$ cat config.mk
export PLATFORM = sky130hd
export DESIGN_NAME = rgb_rainbow_breathing_sequencer_top
export DESIGN_NICKNAME = d
export VERILOG_FILES = /design/src/rbs_pkg.sv /design/src/rbs_serial_mul.sv /design/src/rbs_serial_div.sv /design/src/rgb_rainbow_breathing_sequencer_top.sv
export SDC_FILE = /design/constraint.sdc
export NUM_CORES = 1
export LEC_CHECK = 0
export BUFFER_PORTS_ARGS = -buffer_cell sky130_fd_sc_hd__buf_4
export CAP_MARGIN = 30
export CORE_MARGIN = 4
export CORE_UTILIZATION = 61
export DETAILED_ROUTE_END_ITERATION = 6
export PLACE_DENSITY = 0.79
export SYNTH_ARGS = -nofsm -noshare
export SYNTH_HDL_FRONTEND = slang
export SYNTH_SLANG_ARGS = --single-unit
$ cat constraint.sdc
create_clock -name clock -period 7.9 [get_ports clock]
set_clock_uncertainty 0.15 [all_clocks]
set_input_delay 1.58 -clock clock [delete_from_list [all_inputs] [get_ports clock]]
set_output_delay 1.58 -clock clock [all_outputs]
set_load 0.02 [all_outputs]
$ cat src/rbs_pkg.sv
// Shared constants, types and tables for the rainbow breathing sequencer.
package rbs_pkg;

   localparam int PROGRESS_BITS = 10;
   localparam int PROG_W        = PROGRESS_BITS + 1;
   localparam int STEP_W        = 10;
   localparam int DELAY_W       = 16;
   localparam int DUTY_W        = 10;
   localparam int TIME_W        = 32;
   localparam int ANGLE_W       = 17;
   localparam int Q15_W         = 16;
   localparam int MAG_W         = 17;
   localparam int HUE_W         = 4;

   localparam int MUL_A_W   = 31;
   localparam int MUL_B_W   = 16;
   localparam int MUL_P_W   = MUL_A_W + MUL_B_W;
   localparam int MUL_CNT_W = $clog2(MUL_B_W);

   localparam int DIV_N     = STEP_W + PROGRESS_BITS;
   localparam int DIV_CNT_W = $clog2(DIV_N);

   localparam int COEF_N     = 5;
   localparam int COEF_IDX_W = $clog2(COEF_N);

   localparam logic [ANGLE_W-1:0] HALF_TURN    = ANGLE_W'(65536);
   localparam logic [ANGLE_W-1:0] QUARTER_TURN = ANGLE_W'(32768);
   localparam logic [Q15_W-1:0]   Q15_ONE      = Q15_W'(32768);
   localparam logic [DUTY_W-1:0]  DUTY_LIMIT   = DUTY_W'(999);
   localparam logic [HUE_W-1:0]   PHASE_LAST   = HUE_W'(11);

   // floor(n / 10) = (n * 52429) >> 19 for n below 2^16
   localparam logic [MUL_B_W-1:0] TENTH_RECIP = MUL_B_W'(52429);
   localparam int                 TENTH_SHIFT = 19;
   localparam int                 TENTH_W     = 12;

   localparam int CSR_INDEX_W = 2;
   localparam int CSR_DATA_W  = 16;
   localparam logic [CSR_INDEX_W-1:0] CSR_FADE_STEPS     = 2'd0;
   localparam logic [CSR_INDEX_W-1:0] CSR_UPDATE_DELAY   = 2'd1;
   localparam logic [CSR_INDEX_W-1:0] CSR_PEAK_INTENSITY = 2'd2;

   localparam logic [STEP_W-1:0]  FADE_STEPS_RESET     = STEP_W'(120);
   localparam logic [DELAY_W-1:0] UPDATE_DELAY_RESET   = DELAY_W'(20);
   localparam logic [DUTY_W-1:0]  PEAK_INTENSITY_RESET = DUTY_W'(950);

   typedef struct packed {
      logic               start;
      logic [MUL_A_W-1:0] a;
      logic [MUL_B_W-1:0] b;
   } mul_req_type;

   typedef struct packed {
      logic               busy;
      logic               done;
      logic [MUL_P_W-1:0] product;
   } mul_rsp_type;

   typedef struct packed {
      logic              start;
      logic [STEP_W-1:0] step_index;
      logic [STEP_W-1:0] fade_steps;
   } div_req_type;

   typedef struct packed {
      logic              busy;
      logic              done;
      logic [PROG_W-1:0] progress;
   } div_rsp_type;

   // sin(pi/2 * z) series coefficients in Q30, highest order first
   function automatic logic [MUL_A_W-1:0] sine_coef(input logic [COEF_IDX_W-1:0] idx);
      logic [MUL_A_W-1:0] c;
      case (idx)
         3'd0:    c = MUL_A_W'(172272);
         3'd1:    c = MUL_A_W'(5026995);
         3'd2:    c = MUL_A_W'(85569306);
         3'd3:    c = MUL_A_W'(693598668);
         3'd4:    c = MUL_A_W'(1686629713);
         default: c = '0;
      endcase
      return c;
   endfunction

endpackage

$ cat src/rbs_serial_mul.sv
// Bit-serial shift-add multiplier, one multiplier bit per cycle.
module rbs_serial_mul (
   input  logic                 clock,
   input  logic                 reset,
   input  rbs_pkg::mul_req_type mul_req,
   output rbs_pkg::mul_rsp_type mul_rsp
);

   logic                          busy_ff, busy_in;
   logic                          done_ff, done_in;
   logic [rbs_pkg::MUL_CNT_W-1:0] cnt_ff, cnt_in;
   logic [rbs_pkg::MUL_A_W-1:0]   a_ff, a_in;
   logic [rbs_pkg::MUL_A_W-1:0]   hi_ff, hi_in;
   logic [rbs_pkg::MUL_B_W-1:0]   lo_ff, lo_in;
   logic [rbs_pkg::MUL_A_W:0]     sum;

   always_comb begin
      busy_in = busy_ff;
      done_in = 1'b0;
      cnt_in  = cnt_ff;
      a_in    = a_ff;
      hi_in   = hi_ff;
      lo_in   = lo_ff;
      sum     = {1'b0, hi_ff} + (lo_ff[0] ? {1'b0, a_ff} : '0);
      if (mul_req.start) begin
         busy_in = 1'b1;
         cnt_in  = '0;
         a_in    = mul_req.a;
         hi_in   = '0;
         lo_in   = mul_req.b;
      end else if (busy_ff) begin
         hi_in  = sum[rbs_pkg::MUL_A_W:1];
         lo_in  = {sum[0], lo_ff[rbs_pkg::MUL_B_W-1:1]};
         cnt_in = cnt_ff + 1'b1;
         if (cnt_ff == rbs_pkg::MUL_CNT_W'(rbs_pkg::MUL_B_W - 1)) begin
            busy_in = 1'b0;
            done_in = 1'b1;
         end
      end
   end

   always_ff @(posedge clock) begin
      if (reset) begin
         busy_ff <= 1'b0;
         done_ff <= 1'b0;
         cnt_ff  <= '0;
      end else begin
         busy_ff <= busy_in;
         done_ff <= done_in;
         cnt_ff  <= cnt_in;
      end
      a_ff  <= a_in;
      hi_ff <= hi_in;
      lo_ff <= lo_in;
   end

   assign mul_rsp.busy    = busy_ff;
   assign mul_rsp.done    = done_ff;
   assign mul_rsp.product = {hi_ff, lo_ff};

endmodule

$ cat src/rbs_serial_div.sv
// Restoring divider for breathing progress, one quotient bit per cycle.
module rbs_serial_div (
   input  logic                 clock,
   input  logic                 reset,
   input  rbs_pkg::div_req_type div_req,
   output rbs_pkg::div_rsp_type div_rsp
);

   localparam logic [rbs_pkg::DIV_N-1:0] FULL_P = rbs_pkg::DIV_N'(1) << rbs_pkg::PROGRESS_BITS;

   logic                          busy_ff, busy_in;
   logic                          done_ff, done_in;
   logic [rbs_pkg::DIV_CNT_W-1:0] cnt_ff, cnt_in;
   logic [rbs_pkg::DIV_N-1:0]     num_ff, num_in;
   logic [rbs_pkg::STEP_W-1:0]    rem_ff, rem_in;
   logic [rbs_pkg::STEP_W-1:0]    den_ff, den_in;
   logic [rbs_pkg::STEP_W:0]      trial;
   logic [rbs_pkg::STEP_W:0]      diff;
   logic                          fits;

   always_comb begin
      busy_in = busy_ff;
      done_in = 1'b0;
      cnt_in  = cnt_ff;
      num_in  = num_ff;
      rem_in  = rem_ff;
      den_in  = den_ff;
      trial   = {rem_ff, num_ff[rbs_pkg::DIV_N-1]};
      diff    = trial - {1'b0, den_ff};
      fits    = (trial >= {1'b0, den_ff});
      if (div_req.start) begin
         busy_in = 1'b1;
         cnt_in  = '0;
         num_in  = {div_req.step_index, rbs_pkg::PROGRESS_BITS'(0)};
         rem_in  = '0;
         den_in  = div_req.fade_steps;
      end else if (busy_ff) begin
         rem_in = fits ? diff[rbs_pkg::STEP_W-1:0] : trial[rbs_pkg::STEP_W-1:0];
         num_in = {num_ff[rbs_pkg::DIV_N-2:0], fits};
         cnt_in = cnt_ff + 1'b1;
         if (cnt_ff == rbs_pkg::DIV_CNT_W'(rbs_pkg::DIV_N - 1)) begin
            busy_in = 1'b0;
            done_in = 1'b1;
         end
      end
   end

   always_ff @(posedge clock) begin
      if (reset) begin
         busy_ff <= 1'b0;
         done_ff <= 1'b0;
         cnt_ff  <= '0;
      end else begin
         busy_ff <= busy_in;
         done_ff <= done_in;
         cnt_ff  <= cnt_in;
      end
      num_ff <= num_in;
      rem_ff <= rem_in;
      den_ff <= den_in;
   end

   assign div_rsp.busy     = busy_ff;
   assign div_rsp.done     = done_ff;
   assign div_rsp.progress = (num_ff > FULL_P) ? FULL_P[rbs_pkg::PROG_W-1:0]
                                               : num_ff[rbs_pkg::PROG_W-1:0];

endmodule

$ cat src/rgb_rainbow_breathing_sequencer_top.sv
// Top level of the RGB rainbow breathing sequencer.
//
//   channel | direction | handshake            | payload
//   req     | in        | req_valid/req_stall  | req_now_ms
//   rsp     | out       | rsp_valid/rsp_stall  | rsp_red_duty, rsp_green_duty, rsp_blue_duty
//   csr     | in        | csr_valid/csr_ready  | csr_index, csr_data
//
// A transaction that makes no update goes from the check state back to idle; an update uses
// 14 passes of the shared 16-bit serial multiplier and one pass of the serial divider, and
// waits in the output state until the result register is free.
// One transaction is worked at a time; req_stall is high until it is finished.
// The result register frees the input side while rsp is stalled.
// Reset is synchronous and restores the register defaults and the breathing state.
module rgb_rainbow_breathing_sequencer_top (
   input  logic                               clock,
   input  logic                               reset,
   input  logic                               req_valid,
   output logic                               req_stall,
   input  logic [rbs_pkg::TIME_W-1:0]         req_now_ms,
   output logic                               rsp_valid,
   input  logic                               rsp_stall,
   output logic [rbs_pkg::DUTY_W-1:0]         rsp_red_duty,
   output logic [rbs_pkg::DUTY_W-1:0]         rsp_green_duty,
   output logic [rbs_pkg::DUTY_W-1:0]         rsp_blue_duty,
   input  logic                               csr_valid,
   output logic                               csr_ready,
   input  logic [rbs_pkg::CSR_INDEX_W-1:0]    csr_index,
   input  logic [rbs_pkg::CSR_DATA_W-1:0]     csr_data
);

   localparam logic [3:0] S_IDLE   = 4'd0;
   localparam logic [3:0] S_CHECK  = 4'd1;
   localparam logic [3:0] S_DIV    = 4'd2;
   localparam logic [3:0] S_FOLD   = 4'd3;
   localparam logic [3:0] S_SQ     = 4'd4;
   localparam logic [3:0] S_HORNER = 4'd5;
   localparam logic [3:0] S_FIN    = 4'd6;
   localparam logic [3:0] S_TENTH  = 4'd7;
   localparam logic [3:0] S_SCALE  = 4'd8;
   localparam logic [3:0] S_OUT    = 4'd9;

   localparam logic [rbs_pkg::HUE_W-1:0] HUE_ORANGE     = 4'd1;
   localparam logic [rbs_pkg::HUE_W-1:0] HUE_YELLOW     = 4'd2;
   localparam logic [rbs_pkg::HUE_W-1:0] HUE_CHARTREUSE = 4'd3;
   localparam logic [rbs_pkg::HUE_W-1:0] HUE_GREEN      = 4'd4;
   localparam logic [rbs_pkg::HUE_W-1:0] HUE_SPRING     = 4'd5;
   localparam logic [rbs_pkg::HUE_W-1:0] HUE_CYAN       = 4'd6;
   localparam logic [rbs_pkg::HUE_W-1:0] HUE_AZURE      = 4'd7;
   localparam logic [rbs_pkg::HUE_W-1:0] HUE_BLUE       = 4'd8;
   localparam logic [rbs_pkg::HUE_W-1:0] HUE_VIOLET     = 4'd9;
   localparam logic [rbs_pkg::HUE_W-1:0] HUE_MAGENTA    = 4'd10;
   localparam logic [rbs_pkg::HUE_W-1:0] HUE_ROSE       = 4'd11;

   localparam int W_SUM_W = rbs_pkg::MAG_W + 2;
   localparam logic [rbs_pkg::COEF_IDX_W-1:0] COEF_LAST =
      rbs_pkg::COEF_IDX_W'(rbs_pkg::COEF_N - 1);

   logic [3:0]                         state_ff, state_in;
   logic [rbs_pkg::TIME_W-1:0]         now_ff, now_in;
   logic [rbs_pkg::TIME_W-1:0]         last_ff, last_in;
   logic [rbs_pkg::STEP_W-1:0]         fade_steps_ff, fade_steps_in;
   logic [rbs_pkg::DELAY_W-1:0]        delay_ff, delay_in;
   logic [rbs_pkg::DUTY_W-1:0]         peak_ff, peak_in;
   logic [rbs_pkg::STEP_W-1:0]         step_ff, step_in;
   logic                               fading_ff, fading_in;
   logic [rbs_pkg::HUE_W-1:0]          hue_ff, hue_in;
   logic                               sel_ff, sel_in;
   logic [rbs_pkg::COEF_IDX_W-1:0]     term_ff, term_in;
   logic [rbs_pkg::ANGLE_W-1:0]        u1_ff, u1_in;
   logic [rbs_pkg::Q15_W-1:0]          z_ff, z_in;
   logic [rbs_pkg::Q15_W-1:0]          z2_ff, z2_in;
   logic                               neg_ff, neg_in;
   logic [rbs_pkg::MAG_W-1:0]          mag1_ff, mag1_in;
   logic                               neg1_ff, neg1_in;
   logic [rbs_pkg::DUTY_W-1:0]         inten_ff, inten_in;
   logic                               rsp_valid_ff, rsp_valid_in;
   logic [rbs_pkg::DUTY_W-1:0]         red_ff, red_in;
   logic [rbs_pkg::DUTY_W-1:0]         green_ff, green_in;
   logic [rbs_pkg::DUTY_W-1:0]         blue_ff, blue_in;

   rbs_pkg::mul_req_type               mul_req;
   rbs_pkg::mul_rsp_type               mul_rsp;
   rbs_pkg::div_req_type               div_req;
   rbs_pkg::div_rsp_type               div_rsp;

   logic [rbs_pkg::TIME_W-1:0]         elapsed;
   logic [rbs_pkg::ANGLE_W-1:0]        angle;
   logic [rbs_pkg::ANGLE_W-1:0]        folded;
   logic [rbs_pkg::ANGLE_W-1:0]        quarter;
   logic [rbs_pkg::MUL_A_W-1:0]        horner;
   logic [rbs_pkg::TENTH_W-1:0]        tenth;
   logic signed [W_SUM_W-1:0]          s1;
   logic signed [W_SUM_W-1:0]          s2;
   logic signed [W_SUM_W-1:0]          wsum;
   logic [rbs_pkg::Q15_W-1:0]          wave;
   logic [rbs_pkg::DUTY_W-1:0]         half;
   logic [rbs_pkg::DUTY_W-1:0]         r_raw, g_raw, b_raw;
   logic [rbs_pkg::STEP_W-1:0]         step_up, step_down;
   logic                               out_free;

   function automatic logic [rbs_pkg::DUTY_W-1:0] clamp_duty(
      input logic [rbs_pkg::DUTY_W-1:0] x);
      return (x > rbs_pkg::DUTY_LIMIT) ? rbs_pkg::DUTY_LIMIT : x;
   endfunction

   rbs_serial_mul u_mul (
      .clock   (clock),
      .reset   (reset),
      .mul_req (mul_req),
      .mul_rsp (mul_rsp)
   );

   rbs_serial_div u_div (
      .clock   (clock),
      .reset   (reset),
      .div_req (div_req),
      .div_rsp (div_rsp)
   );

   assign req_stall = (state_ff != S_IDLE);
   assign csr_ready = 1'b1;
   assign out_free  = !rsp_valid_ff || !rsp_stall;

   always_comb begin
      elapsed = now_ff - last_ff;

      angle   = sel_ff ? (u1_ff << 1) : u1_ff;
      folded  = (angle <= rbs_pkg::HALF_TURN) ? angle : angle - rbs_pkg::HALF_TURN;
      quarter = (folded <= rbs_pkg::QUARTER_TURN) ? folded : rbs_pkg::HALF_TURN - folded;

      horner = rbs_pkg::sine_coef(term_ff) - mul_rsp.product[rbs_pkg::MUL_P_W-2:15];
      tenth  = mul_rsp.product[rbs_pkg::TENTH_SHIFT+rbs_pkg::TENTH_W-1:rbs_pkg::TENTH_SHIFT];

      s1 = $signed({2'b00, mag1_ff});
      if (neg1_ff) begin
         s1 = -s1;
      end
      s2 = $signed({(W_SUM_W-rbs_pkg::TENTH_W)'(0), tenth});
      if (neg_ff) begin
         s2 = -s2;
      end
      wsum = s1 + s2;
      if (wsum[W_SUM_W-1]) begin
         wave = '0;
      end else if (wsum > $signed(W_SUM_W'(rbs_pkg::Q15_ONE))) begin
         wave = rbs_pkg::Q15_ONE;
      end else begin
         wave = wsum[rbs_pkg::Q15_W-1:0];
      end

      half = inten_ff >> 1;
      case (hue_ff)
         HUE_ORANGE:     begin r_raw = inten_ff; g_raw = half;     b_raw = '0;       end
         HUE_YELLOW:     begin r_raw = inten_ff; g_raw = inten_ff; b_raw = '0;       end
         HUE_CHARTREUSE: begin r_raw = half;     g_raw = inten_ff; b_raw = '0;       end
         HUE_GREEN:      begin r_raw = '0;       g_raw = inten_ff; b_raw = '0;       end
         HUE_SPRING:     begin r_raw = '0;       g_raw = inten_ff; b_raw = half;     end
         HUE_CYAN:       begin r_raw = '0;       g_raw = inten_ff; b_raw = inten_ff; end
         HUE_AZURE:      begin r_raw = '0;       g_raw = half;     b_raw = inten_ff; end
         HUE_BLUE:       begin r_raw = '0;       g_raw = '0;       b_raw = inten_ff; end
         HUE_VIOLET:     begin r_raw = half;     g_raw = '0;       b_raw = inten_ff; end
         HUE_MAGENTA:    begin r_raw = inten_ff; g_raw = '0;       b_raw = inten_ff; end
         HUE_ROSE:       begin r_raw = inten_ff; g_raw = '0;       b_raw = half;     end
         default:        begin r_raw = inten_ff; g_raw = '0;       b_raw = '0;       end
      endcase

      step_up   = step_ff + 1'b1;
      step_down = step_ff - 1'b1;
   end

   always_comb begin
      state_in      = state_ff;
      now_in        = now_ff;
      last_in       = last_ff;
      fade_steps_in = fade_steps_ff;
      delay_in      = delay_ff;
      peak_in       = peak_ff;
      step_in       = step_ff;
      fading_in     = fading_ff;
      hue_in        = hue_ff;
      sel_in        = sel_ff;
      term_in       = term_ff;
      u1_in         = u1_ff;
      z_in          = z_ff;
      z2_in         = z2_ff;
      neg_in        = neg_ff;
      mag1_in       = mag1_ff;
      neg1_in       = neg1_ff;
      inten_in      = inten_ff;
      rsp_valid_in  = rsp_valid_ff && rsp_stall;
      red_in        = red_ff;
      green_in      = green_ff;
      blue_in       = blue_ff;
      mul_req       = '0;
      div_req       = '0;

      if (csr_valid && csr_ready) begin
         unique case (csr_index)
            rbs_pkg::CSR_FADE_STEPS:     fade_steps_in = csr_data[rbs_pkg::STEP_W-1:0];
            rbs_pkg::CSR_UPDATE_DELAY:   delay_in      = csr_data[rbs_pkg::DELAY_W-1:0];
            rbs_pkg::CSR_PEAK_INTENSITY: peak_in       = csr_data[rbs_pkg::DUTY_W-1:0];
            default: ;
         endcase
      end

      unique case (state_ff)
         S_IDLE: begin
            if (req_valid) begin
               now_in   = req_now_ms;
               state_in = S_CHECK;
            end
         end
         S_CHECK: begin
            if (elapsed < rbs_pkg::TIME_W'(delay_ff)) begin
               state_in = S_IDLE;
            end else begin
               last_in            = now_ff;
               div_req.start      = 1'b1;
               div_req.step_index = step_ff;
               div_req.fade_steps = fade_steps_ff;
               state_in           = S_DIV;
            end
         end
         S_DIV: begin
            if (div_rsp.done) begin
               u1_in    = rbs_pkg::ANGLE_W'(div_rsp.progress) << (16 - rbs_pkg::PROGRESS_BITS);
               sel_in   = 1'b0;
               state_in = S_FOLD;
            end
         end
         S_FOLD: begin
            z_in          = quarter[rbs_pkg::Q15_W-1:0];
            neg_in        = (angle > rbs_pkg::HALF_TURN);
            mul_req.start = 1'b1;
            mul_req.a     = rbs_pkg::MUL_A_W'(quarter);
            mul_req.b     = quarter[rbs_pkg::MUL_B_W-1:0];
            state_in      = S_SQ;
         end
         S_SQ: begin
            if (mul_rsp.done) begin
               z2_in         = mul_rsp.product[rbs_pkg::Q15_W+14:15];
               term_in       = rbs_pkg::COEF_IDX_W'(1);
               mul_req.start = 1'b1;
               mul_req.a     = rbs_pkg::sine_coef('0);
               mul_req.b     = mul_rsp.product[rbs_pkg::Q15_W+14:15];
               state_in      = S_HORNER;
            end
         end
         S_HORNER: begin
            if (mul_rsp.done) begin
               mul_req.start = 1'b1;
               mul_req.a     = horner;
               if (term_ff == COEF_LAST) begin
                  mul_req.b = z_ff;
                  state_in  = S_FIN;
               end else begin
                  mul_req.b = z2_ff;
                  term_in   = term_ff + 1'b1;
               end
            end
         end
         S_FIN: begin
            if (mul_rsp.done) begin
               if (!sel_ff) begin
                  mag1_in  = mul_rsp.product[rbs_pkg::MUL_P_W-1:30];
                  neg1_in  = neg_ff;
                  sel_in   = 1'b1;
                  state_in = S_FOLD;
               end else begin
                  mul_req.start = 1'b1;
                  mul_req.a     = rbs_pkg::MUL_A_W'(mul_rsp.product[rbs_pkg::MUL_P_W-1:30]);
                  mul_req.b     = rbs_pkg::TENTH_RECIP;
                  state_in      = S_TENTH;
               end
            end
         end
         S_TENTH: begin
            if (mul_rsp.done) begin
               mul_req.start = 1'b1;
               mul_req.a     = rbs_pkg::MUL_A_W'(wave);
               mul_req.b     = rbs_pkg::MUL_B_W'(peak_ff);
               state_in      = S_SCALE;
            end
         end
         S_SCALE: begin
            if (mul_rsp.done) begin
               inten_in = mul_rsp.product[rbs_pkg::DUTY_W+14:15];
               state_in = S_OUT;
            end
         end
         S_OUT: begin
            if (out_free) begin
               rsp_valid_in = 1'b1;
               red_in       = clamp_duty(r_raw);
               green_in     = clamp_duty(g_raw);
               blue_in      = clamp_duty(b_raw);
               if (!fading_ff) begin
                  step_in = step_up;
                  if (step_up >= fade_steps_ff) begin
                     fading_in = 1'b1;
                  end
               end else begin
                  step_in = step_down;
                  if (step_down == '0) begin
                     fading_in = 1'b0;
                     hue_in    = (hue_ff >= rbs_pkg::PHASE_LAST) ? '0 : hue_ff + 1'b1;
                  end
               end
               state_in = S_IDLE;
            end
         end
         default: state_in = S_IDLE;
      endcase
   end

   always_ff @(posedge clock) begin
      if (reset) begin
         state_ff      <= S_IDLE;
         last_ff       <= '0;
         fade_steps_ff <= rbs_pkg::FADE_STEPS_RESET;
         delay_ff      <= rbs_pkg::UPDATE_DELAY_RESET;
         peak_ff       <= rbs_pkg::PEAK_INTENSITY_RESET;
         step_ff       <= '0;
         fading_ff     <= 1'b0;
         hue_ff        <= '0;
         sel_ff        <= 1'b0;
         term_ff       <= '0;
         rsp_valid_ff  <= 1'b0;
      end else begin
         state_ff      <= state_in;
         last_ff       <= last_in;
         fade_steps_ff <= fade_steps_in;
         delay_ff      <= delay_in;
         peak_ff       <= peak_in;
         step_ff       <= step_in;
         fading_ff     <= fading_in;
         hue_ff        <= hue_in;
         sel_ff        <= sel_in;
         term_ff       <= term_in;
         rsp_valid_ff  <= rsp_valid_in;
      end
      now_ff   <= now_in;
      u1_ff    <= u1_in;
      z_ff     <= z_in;
      z2_ff    <= z2_in;
      neg_ff   <= neg_in;
      mag1_ff  <= mag1_in;
      neg1_ff  <= neg1_in;
      inten_ff <= inten_in;
      red_ff   <= red_in;
      green_ff <= green_in;
      blue_ff  <= blue_in;
   end

   assign rsp_valid      = rsp_valid_ff;
   assign rsp_red_duty   = red_ff;
   assign rsp_green_duty = green_ff;
   assign rsp_blue_duty  = blue_ff;

   a_mul_start_idle: assert property (@(posedge clock) disable iff (reset)
      mul_req.start |-> !mul_rsp.busy)
      else $error("multiplier started while busy");

   a_idle_units_quiet: assert property (@(posedge clock) disable iff (reset)
      (state_ff == S_IDLE) |-> (!mul_rsp.busy && !div_rsp.busy))
      else $error("arithmetic unit busy while idle");

   a_duty_limit: assert property (@(posedge clock) disable iff (reset)
      rsp_valid_ff |-> (red_ff <= rbs_pkg::DUTY_LIMIT && green_ff <= rbs_pkg::DUTY_LIMIT
                        && blue_ff <= rbs_pkg::DUTY_LIMIT))
      else $error("duty above limit");

   a_hue_range: assert property (@(posedge clock) disable iff (reset)
      hue_ff <= rbs_pkg::PHASE_LAST)
      else $error("hue phase out of range");

endmodule
Yosys cells after proc, flatten, opt, wreduce, memory -nomap -nowiden --
Index checks and enable logic that the tools add are counted.
Word-level totals: bits in writable memories 0, output and inout bits 33, latch bits 0, logic and storage cells 203, input port bits 55, register bits 357, memory bits (read-only) 0, memories kept 0
Cells by class: multiplexer cells 60, equality and inequality tests 38, add/sub/neg operators 15, bitwise operators 5, magnitude comparators 12, divide/modulo/power cells 0, $mul 0, shifts and indexed selects 0, reductions and logical operators 38
Operator list (number):
- 2-to-1 mux 48 bit | 5
- case mux 48 bit (5 select lines) | 1
- case mux 31 bit (5 select lines) | 1
- 2-to-1 mux 16 bit | 5
- case mux 10 bit (2 select lines) | 3
- 2-to-1 mux 17 bit | 3
- 2-to-1 mux 21 bit | 2
- 2-to-1 mux 20 bit | 2
- 2-to-1 mux 4 bit | 10
- case mux 4 bit (10 select lines) | 1
- 2-to-1 mux 19 bit | 2
- adder 31 x 32 -> 32 bit | 1
- equality test 4 x 3 -> 1 bit, second input constant | 8
- < comparator 32 x 16 -> 1 bit | 1
- subtractor 32 bit | 1
- 2-to-1 mux 31 bit | 1
- subtractor 31 bit | 1
- > comparator 10 bit, second input constant | 3
- equality test 4 bit, second input constant | 7
- > comparator 20 x 11 -> 1 bit, second input constant | 1
- 2-to-1 mux 10 bit | 2
- adder 19 bit | 1
- > comparator 19 x 17 -> 1 bit, second input constant | 1
- negation 12 -> 19 bit | 1
- other kinds (47) | 104

Depth between registers and ports, before layout --
Gate-level depths: netlist of the first run.
depth in word-level cells 9, gate-level depth with buffers 23, gate-level depth less buffers 21

Cells and area by module --
A second synthesis of the first run with hierarchy kept.
Second synthesis, totals: cell total of the unflattened synthesis 2607, area, all modules 23516.3 um^2
Modules (own cells, without submodules):
- rgb_rainbow_breathing_sequencer_top | seq. area each 5685.5 um^2, cells an instance 1905, times used 1, area each 16263.1 um^2
- rbs_serial_mul | seq. area each 2152.1 um^2, cells an instance 463, times used 1, area each 4815.9 um^2
- rbs_serial_div | seq. area each 1141.1 um^2, cells an instance 239, times used 1, area each 2437.3 um^2

Worst setup path before layout of the first run --
Ideal clock, no wire load.
path type register to register, start register now_ff[0] in the netlist's numbering, end register u_div.num_ff[10] in the netlist's numbering (enable), clock period less this slack 5083 ps, stages on the path, launching flop included 24, setup slack 2817 ps, arrival time 4649 ps, path buffers 2, path through edfxtp_1 -> inv_1 -> ha_1 -> inv_1 -> fa_1 -> a211oi_1 -> o21ai_1 -> and3_1 -> nor2_1 -> and2_1 -> o21ai_0 -> xor2_1 -> ha_1 -> a221oi_1 -> o21ai_0 -> nor4_1 -> o2111ai_1 -> a2111oi_0 -> and4b_1 -> nand4_4 -> or3_1 -> buf_6 -> buf_6 -> a21o_1
Between the ends: longest elaborated chain between the ends 5
Ends and longest elaborated chain:
- from (decl) | line rgb_rainbow_breathing_sequencer_top.sv:59 | logic [rbs_pkg::TIME_W-1:0] now_ff, now_in;
- from (signal assigned) | line rgb_rainbow_breathing_sequencer_top.sv:342 | now_ff <= now_in;
- subtractor 32 bit | line rgb_rainbow_breathing_sequencer_top.sv:125 | elapsed = now_ff - last_ff;
- < comparator 32 x 16 -> 1 bit | line rgb_rainbow_breathing_sequencer_top.sv:214 | if (elapsed < rbs_pkg::TIME_W'(delay_ff)) begin
- 2-to-1 mux 21 bit | line rgb_rainbow_breathing_sequencer_top.sv:214
- 2-to-1 mux 21 bit | line rgb_rainbow_breathing_sequencer_top.sv:206 | unique case (state_ff)
- nonzero test 2 bit (no source line)
- to (signal assigned) | line rbs_serial_div.sv:58 | num_ff <= num_in;
- to (decl) | line rbs_serial_div.sv:14 | logic [rbs_pkg::DIV_N-1:0] num_ff, num_in;
Every way passes these cells. A chain may end at the register's enable or synchronous reset.

==> reports/metrics.cfg, run 1 <==
[pwr]
powerDensity_nw_per_um2 = 362.9
cellLeakagePower_uw = 0.01020
peakVddDrop_uv = 276.2

[clocking]
cts_tree = yes
path_clk_slew_ns = 0.06
cts_buffers = 40
cts_root_buffer = clkbuf_16
post_cts_buffers = 0
ctsLongestPathBuffers = 3
cts_sinks = 351
ctsHtreeMaxLevel = 2
cts_resized = 0
cts_hold_buf = 0
insertion_delay_ns = 0.57

[synth]
synthAdderAreaFrac = 0.09013
synth-simple-area-share = 0.1966
synth_xor_area_frac = 0.04963
ys_warn_count = 0
ys_seq_area_frac = 0.3855
synth_top_family_by_area = compound AO/OA/AOI/OAI gates
synth_fp_nets = 2869
synthMuxAreaShare = 0.02487
synth_area_um2 = 23290
ys_ff_latch = 351
synth-edff-count = 195
synth.distinct_cells = 78
synth_compound_area_frac = 0.2058
synth-main-ff-cell = edfxtp_1
async_flop_share = 0
syn_area_per_cell_um2 = 8.790
syn_inst = 2650

[global_route]
grt_max_degree = 101
grt_pass1_vias = 19460
antenna_found_initial = 0
overflow = 0
grt_usage = 0.3003
grt_pass1_wl_um = 102100

[critical_path]
rr_worst_depth = 21
slowest_stage = or3_1
required_ns = 8.02
r2r_start = now_ff[0]$_DFFE_PP_
cp.arrival_ns = 6.05
crit_path_end_kind = flip-flop
startpoint = now_ff[0]$_DFFE_PP_
worstSetupStartpointType = flip-flop
cp-endpoint = u_div.den_ff[9]$_SDFFCE_PN0P_
slowest_delay_ns = 0.74
critical-path-top-delay-family = simple AND/OR/NAND/NOR gates
worstPathMaxFanout = 24
reg2reg_slack_ns = 1.97
crit_type = reg2reg
crit_buf_inv = 2
r2r-end = u_div.den_ff[9]$_SDFFCE_PN0P_
cp.depth = 21
worstPathCellList = inv_1 > ha_1 > inv_1 > fa_1 > a211oi_1 > o21ai_1 > and3_1 > nor2_1 > and2_1 > o21ai_0 > xor2_1 > ha_1 > a221oi_1 > o21ai_0 > nor4_1 > o2111ai_1 > a2111oi_0 > and4b_1 > nand4_4 > or3_1 > and2_1

[die]
die_h_um = 203.4
core_um2 = 37670
io_pins = 88
dieArea_um2 = 41380
rows = 71
dieWidth_um = 203.4
start_util = 0.6184

[flow_run]
max-cap-violations = 0

[place]
dp_slack_ns = 1.981
hpwl_um = 45800
place_area_um2 = 24270
numPortBuffers = 86
gp_congestion = 0.9859

[drt]
drt_iter0_drc = 2100
routed_wl_um = 64170
wl_per_cell_um = 20.01
drc = 0
drt_first_pass_iters = 5
postRouteAntennaNets = 0
vias_per_cell = 6.455
vias = 20700

[timing]
finalCritPeriodShare = 0.7509
relSlewSlack = 0.3063
tightest_slew_ns = 1.036
whs_ns = 0.3110
tns_ns = 0
hold_violations = 0
rsz0062_at_grt = false
fin_ws_ns = 1.968
layout_min_cycle_time_ns = 5.932
slew_violations = 0
max_freq_ghz = 0.1686
setup_viol = 0

[layout]
final_common_cell = nand2_1
synthToLayoutAreaGrowth_pct = 10.09
antenna_cells = 0
drive_above_1_share = 0.08160
final_util = 0.6808
fin_nets = 2884
fin_area_um2 = 25640
final_cell_mix = 237 x nand2_1, 200 x nor2_1, 195 x edfxtp_1

[run_status]
status = finished, final reports clean

[worst_hold_path]
holdCritPathClass = reg2reg

[layout make-up]
class | count | area, um^2
tap | 511 | 639.4
clock buffer | 54 | 1167
timing repair buffer | 109 | 819.5
clock inverter | 19 | 200.2
multi-input combinational | 2011 | 13270
inverter | 152 | 570.5
fill | 3027 | 12020
sequential | 351 | 8981
[synthesized netlist by cell type (all sizes together), types with 7 or more instances]
cell,number,area share
or2,15,0.0040
dfxtp,156,0.13
inv,150,0.024
o21ai,161,0.035
edfxtp,195,0.25
nand4,25,0.0074
o2111ai,10,0.0038
o211ai,28,0.0090
or3,27,0.0073
mux2,7,0.0034
or4,13,0.0042
nand3,124,0.027
a32oi,35,0.013
a221o,9,0.0039
a22oi,19,0.0061
mux2i,50,0.021
o31ai,22,0.0071
nor3,78,0.017
nand2b,26,0.0070
xnor2,85,0.032
nor3b,7,0.0023
a221oi,18,0.0068
ha,159,0.085
a211oi,36,0.013
o221ai,7,0.0026
a21o,51,0.016
a22o,12,0.0045
clkbuf,121,0.019
nor4,10,0.0027
nand2,237,0.038
a21oi,176,0.038
nor2,200,0.032
o21bai,14,0.0045
nor2b,28,0.0075
buf,15,0.0033
and3,58,0.016
o21a,22,0.0071
xor2,47,0.018
and2,61,0.016
a21boi,8,0.0026
a31oi,34,0.0091
[kinds of logic (layout without fill, tap and decap cells)]
logic type                 Yosys count  count (layout)
other                                1               1
adders and majority gates          165             165
DFF                                351             351
AOI/OAI and AO/OA                  724             724
muxes                               57              57
xor gates and xnor gates           132             132
buffers and inverters              288             334
and+or+nand+nor                    932             932
[worst min-delay path by stage]
stage          depth (start not counted)                       end                     start  slack (ns)
5_1_grt                                2  delay_ff[1]$_SDFFE_PP0P_  delay_ff[1]$_SDFFE_PP0P_        0.33
6_report                               2   peak_ff[6]$_SDFFE_PP0P_   peak_ff[6]$_SDFFE_PP0P_        0.31
4_1_cts                                2   peak_ff[6]$_SDFFE_PP0P_   peak_ff[6]$_SDFFE_PP0P_        0.31
3_3_place_gp                           2  delay_ff[9]$_SDFFE_PP0P_  delay_ff[9]$_SDFFE_PP0P_        0.29
3_5_place_dp                           2  delay_ff[5]$_SDFFE_PP0P_  delay_ff[5]$_SDFFE_PP0P_        0.30
2_1_floorplan                          0         neg1_ff$_DFFE_PP_          neg_ff$_DFFE_PP_        0.27
[routing by layer]
metal,part of all wire,track usage,vias to the layer above
met3,0.073,0.04230,164
li1,-,-,9784
met5,0,0,-
met2,0.47,0.5010,868
met1,0.42,0.4038,9885
met4,0.035,0.1055,0
[flip-flops by register name (all words and copies together) (netlist names), 11 cells and up]
register and cells:
delay_ff 16, last_ff 32, mag1_ff 17, now_ff 32, u1_ff 11, u_div.num_ff 20
u_mul.a_ff 31, u_mul.hi_ff 31, u_mul.lo_ff 16, z2_ff 16
[report_power, final]
part           switching, uW  total [uW]  internal [uW]
clock                    776        1920           1140
combinational           2870        4600           1740
sequential               374        2780           2410
total                   4020        9310           5290
[worst min-delay path: stages (launching register included)]
cell	delay, ns
dfxtp_1	0.31
nand2_1	0.05
a21oi_1	0.05
[per-stage QoR]
step | cells | total power (uW)
final | 3207 | 9307
after global routing | 3207 | 9921
after CTS | 3206 | 9244
after detailed placement | 3133 | 7293
after global placement | 3132 | 7151
after floorplan | 2650 | 6111
(Power assumes the default switching activity.)
==> inputs of run 2 (changes only) <==
Settings changed: ABC_AREA from default to 1, CORE_UTILIZATION 61 to 57, PLACE_DENSITY 0.79 to 0.77.
Clock period 7.9 ns to 4.9 ns, I/O delays scaled along.
==> run 2 against run 1 <==
Against the previous run:
- cell count rose by 18%
- wire length rose by 7.9%
- sequential share of layout area barely moved
- global-route usage rose by 0.68 points
- flip-flop and latch count did not move
- hold slack improved by 0.0099 ns
==> reports/metrics.cfg, run 2 <==
[synth]
synth_area_leaders = edfxtp_1 25%, dfxtp_1 13%, nand2_1 11%  ; was edfxtp_1 25%, dfxtp_1 13%, ha_1 8.5%
synthAdderAreaFrac = 0.08993  ; was 0.09013
synth_most_common_cell = nand2_1  ; unchanged
yosys-top-cells-count = 678 x nand2_1, 547 x inv_1, 334 x nor2_1  ; was 237 x nand2_1, 200 x nor2_1, 195 x edfxtp_1
synth_compound_area_frac = 0.1495  ; was 0.2058
synth.distinct_cells = 57  ; was 78
synth_xor_area_frac = 0.04599  ; was 0.04963
ys_ff_latch = 351  ; unchanged
synth_area_um2 = 23230  ; was 23290 um^2
synthMuxAreaShare = 0  ; was 0.02487
ys_warn_count = 0  ; unchanged
async_flop_share = 0  ; unchanged
syn_inst = 3138  ; was 2650
synth_top_cell_area_share = 0.2520  ; was 0.2514
syn_area_per_cell_um2 = 7.404  ; was 8.790 um^2
synth-main-ff-cell = edfxtp_1  ; unchanged
synth-edff-count = 195  ; unchanged
ys_seq_area_frac = 0.3864  ; was 0.3855
synth_top_cell_by_area = edfxtp_1  ; unchanged
synth_top_family_by_area = simple AND/OR/NAND/NOR gates  ; was compound AO/OA/AOI/OAI gates
synth_fp_nets = 3357  ; was 2869
synth-simple-area-share = 0.2231  ; was 0.1966

[die]
dieWidth_um = 209.9  ; was 203.4 um
core_um2 = 40010  ; was 37670 um^2
die_h_um = 209.9  ; was 203.4 um
start_util = 0.5808  ; was 0.6184
dieArea_um2 = 44060  ; was 41380 um^2
io_pins = 88  ; unchanged
rows = 73  ; was 71

[drt]
routed_wl_um = 69220  ; was 64170 um
wl_per_cell_um = 18.35  ; was 20.01 um
vias_per_cell = 5.708  ; was 6.455
drt_iter0_drc = 2254  ; was 2100
postRouteAntennaNets = 0  ; unchanged
vias = 21530  ; was 20.70k
drc = 0  ; unchanged
drt_first_pass_iters = 6  ; was 5

[global_route]
grt_usage = 0.3072  ; was 0.3003
antenna_found_initial = 0  ; unchanged
grt_pass1_vias = 20740  ; was 19.46k
grt_max_degree = 60  ; was 101
overflow = 0  ; unchanged
grt_pass1_wl_um = 109000  ; was 102100 um

[clocking]
insertion_delay_ns = 0.57  ; about the same
path_clk_slew_ns = 0.06  ; about the same
ctsLongestPathBuffers = 3  ; unchanged
cts_tree = yes  ; unchanged
cts_buffers = 39  ; was 40
cts_hold_buf = 0  ; unchanged
cts_root_buffer = clkbuf_16  ; unchanged
ctsHtreeMaxLevel = 2  ; unchanged
cts_sinks = 351  ; unchanged
post_cts_buffers = 0  ; unchanged
cts_resized = 0  ; unchanged

[layout]
fin_nets = 3437  ; was 2884
synthToLayoutAreaGrowth_pct = 10.48  ; was 10.09%
final_common_cell = nand2_1  ; unchanged
antenna_cells = 0  ; unchanged
reg_top3 = last_ff: 32 flops, now_ff: 32 flops  ; unchanged
fin_area_um2 = 25670  ; was 25640 um^2
final_cell_mix = 677 x nand2_1, 546 x inv_1, 332 x nor2_1  ; was 237 x nand2_1, 200 x nor2_1, 195 x edfxtp_1
drive_above_1_share = 0.06375  ; was 0.08160

[timing]
rsz0062_at_grt = false  ; unchanged
tightest_slew_ns = 1.052  ; was 1.036 ns
finalCritPeriodShare = 0.8701  ; was 0.7509
slew_violations = 0  ; unchanged
hold_violations = 0  ; unchanged
layout_min_cycle_time_ns = 4.263  ; was 5.932 ns
max_freq_ghz = 0.2346  ; was 0.1686 GHz
setup_viol = 0  ; unchanged
tns_ns = 0  ; unchanged
relSlewSlack = 0.2925  ; was 0.3063

[critical_path]
required_ns = 5.06  ; was 8.02 ns
crit_path_end_kind = flip-flop  ; unchanged
slowest_stage = o21ai_0  ; was or3_1
worstPathMaxFanout = 8  ; was 24
crit_path_frequent_cell = nand2_1
worstPathCellList = inv_1 > ha_1 > inv_1 > nor3_1 > nand2_1 > nor3_2 > nor2_1 > xor2_1 > ha_1 > nand2_1 > inv_1 > nand3_1 > o21ai_0 > nand2_1 > inv_1 > o21bai_1 > nand2_1 > inv_1 > nand2_1 > nor2_1 > nand3_1 > nand2_1 > nand4_1 > nand2_1  ; was inv_1 > ha_1 > inv_1 > fa_1 > a211oi_1 > o21ai_1 > and3_1 > nor2_1 > and2_1 > o21ai_0 > xor2_1 > ha_1 > a221oi_1 > o21ai_0 > nor4_1 > o2111ai_1 > a2111oi_0 > and4b_1 > nand4_4 > or3_1 > and2_1
cp.arrival_ns = 4.43  ; was 6.05 ns
slowest_delay_ns = 0.44  ; was 0.74 ns
worstSetupStartpointType = flip-flop  ; unchanged
crit_type = reg2reg  ; unchanged

[pwr]
cellLeakagePower_uw = 0.01214  ; was 0.01020 uW
peakVddDrop_uv = 479.3  ; was 276.2 uV
finalPower_uw = 15110  ; was 9307 uW
powerDensity_nw_per_um2 = 588.8  ; was 362.9 nW/um^2

[place]
numPortBuffers = 86  ; unchanged
hpwl_um = 53700  ; was 45800 um
place_area_um2 = 24410  ; was 24270 um^2
gp_congestion = 1.031  ; was 0.9859

[flow_run]
max-cap-violations = 0  ; unchanged

[worst_hold_path]
holdCritPathClass = reg2reg  ; unchanged

[run_status]
status = finished, final reports clean  ; unchanged

-- run 2: cell types whose count changed in the layout (fill, tap and decap cells not counted), moves of 28 or more --
cell     change
xnor2_1     -52
nor2b_1     -28
a21o_1      -44
nand2_1    +440
mux2i_1     -50
a21oi_1     +69
a32oi_1     -35
and2_1      -56
and3_1      -54
nor2_1     +132
inv_1      +398
o21ai_0     +37
xor2_1      +43
nor3_1      -38
-- run 2: metrics by stage --
stage,utilization,setup slack (ns),std cells,hold slack (ns)
global placement,0.6092,0.8290,3699,0.3070
finish,0.6416,0.6367,3772,0.3209
detailed placement,0.6101,0.7328,3701,0.3134
global route,0.6416,0.2914,3772,0.3515
floorplan,-,1.430,3138,0.2706
CTS,0.6415,0.6933,3771,0.3223
-- run 2: area by class of cell --
cell class                 instances  area [um^2]
clock buffer                      55         1119
inverter                         559         2101
timing repair buffer             110        845.8
tap                              525        656.9
sequential                       351         8979
clock inverter                    15        136.4
fill                            3557        14340
multi-input combinational       2157        11830
-- run 2: path summary, 6_finish.rpt --
kind         cells after the start  slack (ns)                            to                         start
max                             24        0.64      u_mul.a_ff[13]$_DFFE_PP_   u_mul.hi_ff[3]$_SDFFE_PP0P_
min                              2        0.32  u_div.rem_ff[9]$_SDFFE_PP0P_  u_div.rem_ff[9]$_SDFFE_PP0P_
max reg2reg                     24        0.64      u_mul.a_ff[13]$_DFFE_PP_   u_mul.hi_ff[3]$_SDFFE_PP0P_
min reg2reg                      2        0.32  u_div.rem_ff[9]$_SDFFE_PP0P_  u_div.rem_ff[9]$_SDFFE_PP0P_
-- run 2: cell families after synthesis --
| group | after synthesis |
|---|---|
| AND/OR/NAND/NOR | 1262 |
| buffers and inverters | 630 |
| AO/OA/AOI/OAI | 608 |
| flip-flops | 351 |
| adder cells (fa/ha/maj) | 164 |
| XOR/XNOR | 122 |
| other | 1 |
-- run 2: report_power, final --
part	switching [uW]	total, uW	leakage, uW	internal [uW]
Sequential	614	4490	0.00309	3880
Combinational	5140	7690	0.00843	2550
Clock	1230	2930	0.000621	1700
-- run 2: critical path: cells and delay by family (launching register included) --
kind / cells / cell delay [ns]
AO/OA/AOI/OAI: 2 / 0.51
XOR/XNOR: 1 / 0.15
adder cells (fa/ha/maj): 2 / 0.52
buffers and inverters: 5 / 0.43
flip-flops: 1 / 0.40
AND/OR/NAND/NOR: 14 / 1.85
-- run 2: per-layer routing --
layer	track usage	share of wire	vias up
met5	0	0	-
met4	0.1485	0.054	0
met3	0.04469	0.071	193
met2	0.5194	0.47	931
met1	0.3871	0.41	9945
li1	-	-	10460
==> inputs of run 3 (changes only) <==
Settings changed: RECOVER_POWER from default to 25.
==> run 3 against run 2 <==
Against the previous run:
- the run now ends with capacitance limit, slew limit left
- first-iteration DRC count decreased by 1.8%
- hold slack worse by 0.0014 ns
- cell count unchanged
- die area unchanged
==> reports/metrics.cfg, run 3 (synthesis results as in run 2) <==
[pwr]
powerDensity_nw_per_um2 = 589.5  ; was 588.8 nW/um^2
peakVddDrop_uv = 477.3  ; was 479.3 uV
cellLeakagePower_uw = 0.01210  ; was 0.01214 uW

[timing]
tightest_slew_ns = 1.958  ; was 1.052 ns
layout_min_cycle_time_ns = 4.286  ; was 4.263 ns
hold_violations = 0  ; unchanged
fin_ws_ns = 0.6136  ; was 0.6367 ns
slew_violations = 111  ; was 0
rsz0062_at_grt = false  ; unchanged
setup_viol = 0  ; unchanged
relSlewSlack = -0.3103  ; was 0.2925
finalCritPeriodShare = 0.8748  ; was 0.8701
tns_ns = 0  ; unchanged
max_freq_ghz = 0.2333  ; was 0.2346 GHz

[drt]
routed_wl_um = 69240  ; was 69220 um
vias = 21600  ; was 21.53k
vias_per_cell = 5.726  ; was 5.708
drt_iter0_drc = 2214  ; was 2254
postRouteAntennaNets = 0  ; unchanged
drt_first_pass_iters = 7  ; was 6
drc = 0  ; unchanged
wl_per_cell_um = 18.36  ; was 18.35 um

[die]
dieArea_um2 = 44060  ; unchanged
start_util = 0.5808  ; unchanged
io_pins = 88  ; unchanged
dieWidth_um = 209.9  ; unchanged
rows = 73  ; unchanged
die_h_um = 209.9  ; unchanged
core_um2 = 40010  ; unchanged

[critical_path]
required_ns = 5.06  ; about the same
worstPathMaxFanout = 8  ; unchanged
cp.arrival_ns = 4.44  ; was 4.43 ns
reg2reg_slack_ns = 0.61  ; was 0.64 ns
crit_type = reg2reg  ; unchanged
crit_path_end_kind = flip-flop  ; unchanged
worstSetupStartpointType = flip-flop  ; unchanged

[layout]
reg_top3 = last_ff: 32 flops, now_ff: 32 flops  ; unchanged
drive_above_1_share = 0.06006  ; was 0.06375
fillers = 3576  ; was 3557
fin_nets = 3437  ; unchanged
final_common_cell = nand2_1  ; unchanged
multiInputGateArea_um2 = 11820  ; was 11830 um^2
synthToLayoutAreaGrowth_pct = 10.29  ; was 10.48%
final_cell_mix = 677 x nand2_1, 547 x inv_1, 334 x nor2_1  ; was 677 x nand2_1, 546 x inv_1, 332 x nor2_1
antenna_cells = 0  ; unchanged
register_area_um2 = 8979  ; unchanged

[global_route]
grt-busiest-layer = met2  ; unchanged
antenna_found_initial = 0  ; unchanged
use_met2 = 0.5194  ; unchanged
grtUsageMet1 = 0.3871  ; unchanged
overflow = 0  ; unchanged
grt_usage = 0.3072  ; unchanged
grt_pass1_vias = 20740  ; unchanged
grt_max_degree = 60  ; unchanged
grt_pass1_wl_um = 109000  ; unchanged
grt_use_met3 = 0.04469  ; unchanged

[run_status]
status = finished with violations  ; was finished, final reports clean
failed_checks = capacitance limit, slew limit

[place]
gp_congestion = 1.031  ; unchanged
hpwl_um = 53700  ; unchanged
numPortBuffers = 86  ; unchanged
dp_slack_ns = 0.7328  ; unchanged

[clocking]
path_clk_slew_ns = 0.06  ; about the same
ctsHtreeMaxLevel = 2  ; unchanged
cts_tree = yes  ; unchanged
cts_hold_buf = 0  ; unchanged
cts_buffers = 39  ; unchanged
insertion_delay_ns = 0.57  ; about the same
cts_resized = 0  ; unchanged
ctsLongestPathBuffers = 3  ; unchanged
cts_sinks = 351  ; unchanged
post_cts_buffers = 0  ; unchanged
cts_root_buffer = clkbuf_16  ; unchanged

[flow_run]
max-cap-violations = 3  ; was 0

[worst_hold_path]
holdCritPathClass = reg2reg  ; unchanged

[run 3: changes by cell type in the layout (fill, tap and decap cells not counted)]
cell	before	now
nor2_4	1	0
clkbuf_4	0	29
inv_2	8	7
nor2_1	332	334
inv_1	546	547
nor2_2	3	2
clkbuf_1	10	19
buf_4	109	71
[run 3: worst paths after layout]
kind                                                   start                           end  cells after the start
worst max-delay path             u_mul.hi_ff[3]$_SDFFE_PP0P_      u_mul.a_ff[13]$_DFFE_PP_                     24
worst min-delay path            u_div.rem_ff[9]$_SDFFE_PP0P_  u_div.rem_ff[9]$_SDFFE_PP0P_                      2
worst max register to register   u_mul.hi_ff[3]$_SDFFE_PP0P_      u_mul.a_ff[13]$_DFFE_PP_                     24
worst min register to register  u_div.rem_ff[9]$_SDFFE_PP0P_  u_div.rem_ff[9]$_SDFFE_PP0P_                      2
[run 3: where the power goes]
part           leakage (uW)  switching (uW)  internal [uW]
logic               0.00839            5140           2550
clock network      0.000621            1230           1700
registers           0.00309             613           3880
[run 3: through the flow]
stage / total power, uW / instances / instance area [um^2] / utilization / hold WS, ns
2_1_floorplan: 9932 / 3138 / 23230 / - / 0.2706
3_3_place_gp: 11880 / 3699 / 24370 / 0.6092 / 0.3070
3_5_place_dp: 12060 / 3701 / 24410 / 0.6101 / 0.3134
4_1_cts: 15060 / 3771 / 25660 / 0.6415 / 0.3223
5_1_grt: 16290 / 3772 / 25630 / 0.6406 / 0.3515
6_report: 15110 / 3772 / 25630 / 0.6406 / 0.3194
[run 3: area by class of cell]
class                   instances  share of cell area
well taps                     525             0.02563
multi-input cells            2157              0.4614
flip-flops and latches        351              0.3504
clock inverters                15            0.005322
repair buffers                110             0.03169
clock buffers                  55             0.04365
inverters                     559             0.08198
[run 3: worst max-delay path, cell delays in order, from the launching register on]
cell and delay [ns]:
dfxtp_1 0.39, inv_1 0.18, ha_1 0.16, inv_1 0.05, nor3_1 0.27, nand2_1 0.16, nor3_2 0.27, nor2_1 0.10
xor2_1 0.15, ha_1 0.35, nand2_1 0.09, inv_1 0.07, nand3_1 0.06, o21ai_0 0.44, nand2_1 0.15, inv_1 0.08
o21bai_1 0.07, nand2_1 0.12, inv_1 0.05, nand2_1 0.05, nor2_1 0.04, nand3_1 0.07, nand2_1 0.16, nand4_1 0.26
nand2_1 0.09
[run 3: layer usage]
layer | wire length, um | part of all wire | up-vias
li1 | - | - | 10460
met1 | 28120 | 0.41 | 10010
met2 | 32450 | 0.47 | 938
met3 | 5038 | 0.073 | 193
met4 | 3635 | 0.052 | 0
met5 | 0 | 0 | -
